### config.mk
export PLATFORM = sky130hd
export DESIGN_NAME = gemm_cell
export DESIGN_NICKNAME = d
export VERILOG_FILES = /design/src/sv/gemm_pkg.sv /design/src/sv/gemm_cell.sv
export SDC_FILE = /design/constraint.sdc
export NUM_CORES = 1
export LEC_CHECK = 0
export BUFFER_PORTS_ARGS = -buffer_cell sky130_fd_sc_hd__buf_2
export CAP_MARGIN = 5
export CORE_UTILIZATION = 60
export CTS_BUF_LIST = sky130_fd_sc_hd__clkbuf_4
export CTS_CLUSTER_DIAMETER = 40
export DETAILED_ROUTE_END_ITERATION = 10
export HOLD_SLACK_MARGIN = 0.1
export PLACE_DENSITY = 0.8
export SYNTH_ARGS = -nofsm -noshare
export SYNTH_HDL_FRONTEND = slang
export SYNTH_SLANG_ARGS = --single-unit
### constraint.sdc
create_clock -name clock -period 15.1 [get_ports clock]
set_input_delay 0.755 -clock clock [delete_from_list [all_inputs] [get_ports clock]]
set_output_delay 0.755 -clock clock [all_outputs]
set_load 0.02 [all_outputs]
### src/sv/gemm_pkg.sv
`timescale 1ns / 1ps
// ----------------------------------------------------------------------------
// gemm_pkg: shared types and constants
// Command codes, operand widths and the per-cycle row step passed down the
// chain of column cells.
// ----------------------------------------------------------------------------
package gemm_pkg;

   localparam int OPND_W = 8;
   localparam int ACC_W  = 32;
   localparam int IDX_W  = 16;
   localparam int FIELD_ROWS = 8;
   localparam int FIELD_COLS = 16;

   typedef enum logic [1:0] {
      CMD_ACCUM = 2'd0,
      CMD_COMP  = 2'd1,
      CMD_PANEL = 2'd2,
      CMD_CLEAR = 2'd3
   } cmd_type;

   localparam logic [0:0] CSR_FAST   = 1'b0;
   localparam logic [0:0] CSR_DIGEST = 1'b1;

   // One row of work handed from cell to cell.
   typedef struct packed {
      logic              valid;
      cmd_type           cmd;
      logic              fast;
      logic [15:0]       a_pair;     // two A bytes of this row, k=0 low
      logic [ACC_W-1:0]  comp_value;
      logic [4:0]        comp_col;
      logic              comp_ok;
      logic              last;       // last row of the item
      logic [ACC_W-1:0]  xor_acc;    // running XOR toward the chain end
   } step_type;

   // One k product: a magnitude/raw times signed b.
   function automatic logic signed [16:0] lane_mul(input logic [7:0] a,
                                                    input logic [7:0] b,
                                                    input logic fast);
      logic signed [8:0]  sa;
      logic signed [8:0]  sb;
      logic signed [8:0]  ua;
      logic signed [17:0] p;
      sa = $signed({a[7], a});
      sb = $signed({b[7], b});
      if (fast) begin
         ua = $signed({1'b0, a});
      end else if (sa < 0) begin
         ua = -sa;
         sb = (b == 8'h80) ? sb : -sb;
      end else begin
         ua = sa;
      end
      p = ua * sb;
      lane_mul = p[16:0];
   endfunction

   function automatic logic [31:0] sat16_ext(input logic signed [17:0] v);
      if (v > 18'sd32767) begin
         sat16_ext = 32'h0000_7FFF;
      end else if (v < -18'sd32768) begin
         sat16_ext = 32'hFFFF_8000;
      end else begin
         sat16_ext = {{14{v[17]}}, v};
      end
   endfunction

endpackage

### src/sv/gemm_cell.sv
`timescale 1ns / 1ps
// ----------------------------------------------------------------------------
// gemm_cell: one tile column
// Holds the accumulators of one column, one per row, updates the row named
// by the passing step, and folds that row's value into the running XOR.
// ----------------------------------------------------------------------------
module gemm_cell #(
   parameter int ROWS = 8,
   parameter int COL  = 0
) (
   input  logic                clock,
   input  logic                reset,
   input  logic [15:0]         b_pair,
   input  logic [$clog2(ROWS+1)-1:0] row,
   input  gemm_pkg::step_type  step_in,
   output gemm_pkg::step_type  step_out
);
   import gemm_pkg::*;

   localparam int RW = $clog2(ROWS+1);
   localparam int AW = (ROWS > 1) ? $clog2(ROWS) : 1;

   logic [ACC_W-1:0] acc_ff [ROWS];
   step_type         fwd_ff;
   step_type         fwd_in;
   logic [AW-1:0]    ridx;
   logic [ACC_W-1:0] cur;
   logic [ACC_W-1:0] upd;
   logic signed [17:0] psum;

   assign ridx = row[AW-1:0];
   assign cur  = acc_ff[ridx];
   assign psum = 18'(lane_mul(step_in.a_pair[7:0], b_pair[7:0], step_in.fast))
               + 18'(lane_mul(step_in.a_pair[15:8], b_pair[15:8], step_in.fast));

   always_comb begin
      upd = cur;
      unique case (step_in.cmd)
         CMD_ACCUM: upd = cur + sat16_ext(psum);
         CMD_COMP:  if (step_in.comp_ok && step_in.comp_col == 5'(COL)) begin
                       upd = cur + step_in.comp_value;
                    end
         CMD_PANEL: upd = cur;
         CMD_CLEAR: upd = '0;
         default:   upd = cur;
      endcase
   end

   // pass the step on with this row's value folded into the XOR
   always_comb begin
      fwd_in = step_in;
      fwd_in.xor_acc = step_in.xor_acc ^ cur;
   end

   always_ff @(posedge clock) begin
      if (reset) begin
         for (int i = 0; i < ROWS; i++) acc_ff[i] <= '0;
         fwd_ff <= '0;
      end else begin
         if (step_in.valid && row < RW'(ROWS)) begin
            acc_ff[ridx] <= upd;
         end
         fwd_ff <= fwd_in;
      end
   end

   assign step_out = fwd_ff;
endmodule

### After elaboration in Yosys (flattened, before gate mapping)

Memories as Yosys holds them, arrays and structs flattened.
Cells that the tools add are included.

* word-level logic and storage cells: 58
* output and inout bits: 91
* register bits after elaboration: 91
* memory bits (writable): 256
* memories kept: 1

Memory list
* acc_ff: words 8, bits a word 32, rd ports 1, clocked after Yosys merged registers in 0, write ports 8, RTL line gemm_cell.sv:23 `logic [ACC_W-1:0] acc_ff [ROWS];`

* order comparisons: 5
* $mul: 2
* mux-type cells: 23
* bitwise gates (word level): 1
* equality and inequality tests: 5
* $add $sub $neg: 7
* reduce and logical (&&, ||, !) cells: 5

Operators with widths (count)
* $mux W32: 5
* $pmux W32 S4: 1
* $mux W9: 10
* $add A32 B32 Y32: 2
* $neg A8 Y9: 4
* $mul A9 B9 Y17: 2
* $reduce_or A32 Y1: 1
* $xor A32 B32 Y32: 1
* $add A17 B17 Y18: 1
* $gt A18 B16 Y1 const B: 1
* $lt A18 B16 Y1 const B: 1
* $eq A8 B8 Y1 const B: 2
* $lt A8 B1 Y1 const B: 2
* $mux W1: 6
* $logic_not A5 Y1: 1
* $eq A2 B2 Y1 const B: 2
* $lt A4 B4 Y1 const B: 1
* $mux W3: 1
* $eq A2 B1 Y1 const B: 1
* $logic_and A1 B1 Y1: 2
* $logic_not A2 Y1: 1

### Longest topological paths before layout

* depth in word-level cells: 13
* gate-level depth with buffers: 52
* depth with buffers taken out: 50

### Least setup slack after synthesis

No wires, ideal clock.

* path type: input to register
* start point: in b_pair[0]
* end point: mem acc_ff[0][28], data pin
* arrival time: 10931 ps
* slack: 3885 ps
* required time: 14816 ps
* path buffers: 1
* stages: 50
* library setup time: 284 ps
* cell sequence: clkbuf_1 -> inv_1 -> ha_1 -> nand2b_1 -> or4_1 -> nor3b_1 -> nand2b_1 -> nor3b_1 -> a21oi_1 -> inv_1 -> nand2_1 -> fa_1 -> fa_1 -> inv_1 -> fa_1 -> fa_1 -> inv_1 -> fa_1 -> [... 14 more ...] -> o31ai_1 -> xor2_1 -> nand3_1 -> ha_1 -> inv_1 -> o211ai_1 -> o22ai_1 -> ha_1 -> a21o_1 -> a21oi_1 -> a21boi_0 -> o21ai_0 -> nand2_1 -> nand3_1 -> o31ai_1 -> xnor2_1 -> a222oi_1 -> nor2_1

RTL lines
* from (decl): RTL line gemm_cell.sv:13 `input logic [15:0] b_pair,`
* to (decl): RTL line gemm_cell.sv:23

==> flow_summary.ini <==
[critical_path]
critPathSlowestCell = a222oi_1
worstSetupPathType = input pin to flip-flop
crit_buf_inv = 7
cp.required_ns = 15.58
worst_setup_path_start_kind = input pin
crit_arrival_ns = 12.25
cp_top_family = adder cells
r2r-start = acc_ff[0][9]
critPathMaxFanout = 16
startpoint = b_pair[0]
cpPeakStageDelay_ns = 0.88
endpoint_kind = flip-flop

[detailed_routing]
drtIter0Drc = 2031
drtPass1Iterations = 6
vias = 19500
drc = 0
drt_wl_total_mm = 67.4
avgRoutedWirePerCell_um = 20.8
viasPerCell = 6.02
ant_nets = 0

[sta]
max_freq_mhz = 84.9
rsz0062_at_grt = false
fin_skew_ns = 0.0793
min_period_ns = 11.77
maxSlewHeadroom = 0.102
timing.final.crit_share = 0.780
drv_slew = 0
worstMarginPinSlew_ns = 1.35
hold_violations = 0
setup_viol = 0
timing.final.ws_setup_ns = 3.33
fin_setup_tns_ns = 0

[synth]
synthTopCellsByArea = edfxtp_1, fa_1, ha_1
yosysWarnings = 0
ys_seq_area_frac = 0.400
synth_commonest_cells = nor2_1, edfxtp_1, inv_1, ha_1, nand2_1
synth_top_flop_cell = edfxtp_1
ys_types = 69
postSynthAreaPerCell_um2 = 9.90
yosysTopAreaCell = edfxtp_1
synth_area_um2 = 23800
ys_async_sr_fraction = 0
syn_inst = 2403
ys_seq_elements = 347
yosysMostFrequentCell = nor2_1
synth_top_area_share = 0.323
synth_edf_count = 256

[floorplan]
start_util = 0.611
io_pins = 204
num_rows = 72
dieArea_um2 = 40400
die_w_um = 201
die_h_um = 201
fp.coreArea_um2 = 38900

[status]
outcome = finished, final reports clean

[place]
gp_congestion = 0.941
dp_slack_ns = 2.62
post_dp_cell_area_um2 = 25500
io_buffers = 203
dp_hpwl_mm = 47.5

[clocking]
ctsHoldBuffers = 0
clk_pin_slew_ns = 0.07
insertion_delay_ns = 0.85
cts_tree = done
cts_made_buffers = 87
htreeDepth = 3
cts_resized = 0
clock_path_buffers = 3
cts-root-buf = clkbuf_4
post_cts_buffers = 0
cts.sink_count = 347

[global_routing]
grt_pass1_vias = 19500
antenna_found_initial = 3
use_met2 = 0.534
grt_overflow_total = 0
grt_busiest_layer = met2
use_met1 = 0.448
grt_max_degree = 64
grt_pass1_wl_mm = 105
gr-usage-all-layers = 0.337
grtUsageMet3 = 0.0737

[flow_run]
drv_cap = 0

[finish]
drive_gt1_frac = 0.149
nFillCells = 3001
syn2layout_area_growth_pct = 11.7
final_util = 0.683
design_area_um2 = 26600
layout.nets = 3075

[min_path]
min_path_type = input pin to flip-flop
min-delay-start = step_in[15]
[registers in the layout, indices dropped and copies added, names as in the netlist]
register / flops
acc_ff: 256
step_out: 91
[stage by stage]
stage	cells	hold WS [ns]
2_1_floorplan	2431	0.661
3_3_place_gp	3098	0.779
3_5_place_dp	3098	0.804
4_1_cts	3238	0.119
5_1_grt	3242	0.138
6_report	3242	0.166
[cells by family (layout without fill, tap and decap cells)]
family / Yosys count / in the layout / synth area share
AOI/OAI and AO/OA: 481 / 481 / 0.136
xor gates and xnor gates: 164 / 164 / 0.0604
and+or+nand+nor: 833 / 833 / 0.156
muxes: 11 / 11 / 0.00689
adders and majority gates: 293 / 293 / 0.197
other: 2 / 34 / 0.000316
DFF: 347 / 347 / 0.400
buffers and inverters: 272 / 561 / 0.0429
[final timing paths]
path / end / slack, ns / cells after the start
worst max-delay path: acc_ff[7][28] / 3.33 / 50
worst min-delay path: step_out[15] / 0.17 / 3
worst max register to register: acc_ff[7][28] / 9.84 / 16
worst min register to register: step_out[22] / 0.79 / 5
[tightest hold or removal path, cell delays in order]
cell and delay [ns]:
buf_2 0.09, xnor2_1 0.07, nor2_1 0.07
[cells in the final DEF (no fill, tap or decap), drive strengths merged, types with 9 or more instances in the layout]
cell type	netlist	routed
a211oi	15	15
a21o	44	44
a21oi	100	100
a221oi	20	20
a22oi	99	99
a31oi	16	16
and2	15	15
and3	13	13
and4	9	9
buf	2	232
clkbuf	81	126
clkinv	4	13
conb	2	30
dfxtp	91	91
edfxtp	256	256
fa	137	137
ha	156	156
inv	185	189
nand2	143	143
nand2b	32	32
nand3	22	22
nand4	22	22
nor2	444	444
nor2b	73	73
nor3	34	34
o211ai	15	15
o21a	9	9
o21ai	92	92
o21bai	11	11
o31ai	9	9
xnor2	103	103
xor2	61	61
[per-layer routing]
metal  wire length [µm]  vias up
met4               2780        2
met3               7750      223
met1              26200     9166
met2              30600     1204
met5                  9        -
li1                   -     8925
[final cells by class]
cell class | instances | area [µm²] | area share
Sequential cell | 347 | 9510 | 0.358
Multi-Input combinational cell | 1812 | 13400 | 0.504
Timing Repair Buffer | 232 | 1240 | 0.0465
Tap cell | 518 | 648 | 0.0244
Inverter | 189 | 709 | 0.0267
Antenna cell | 4 | 10.0 | 0.000377
Clock inverter | 14 | 124 | 0.00466
Clock buffer | 126 | 946 | 0.0356
Power is left out: the tool's default activity adds up to more than one toggle a clock period on the data nets, which glitch-free logic cannot reach.
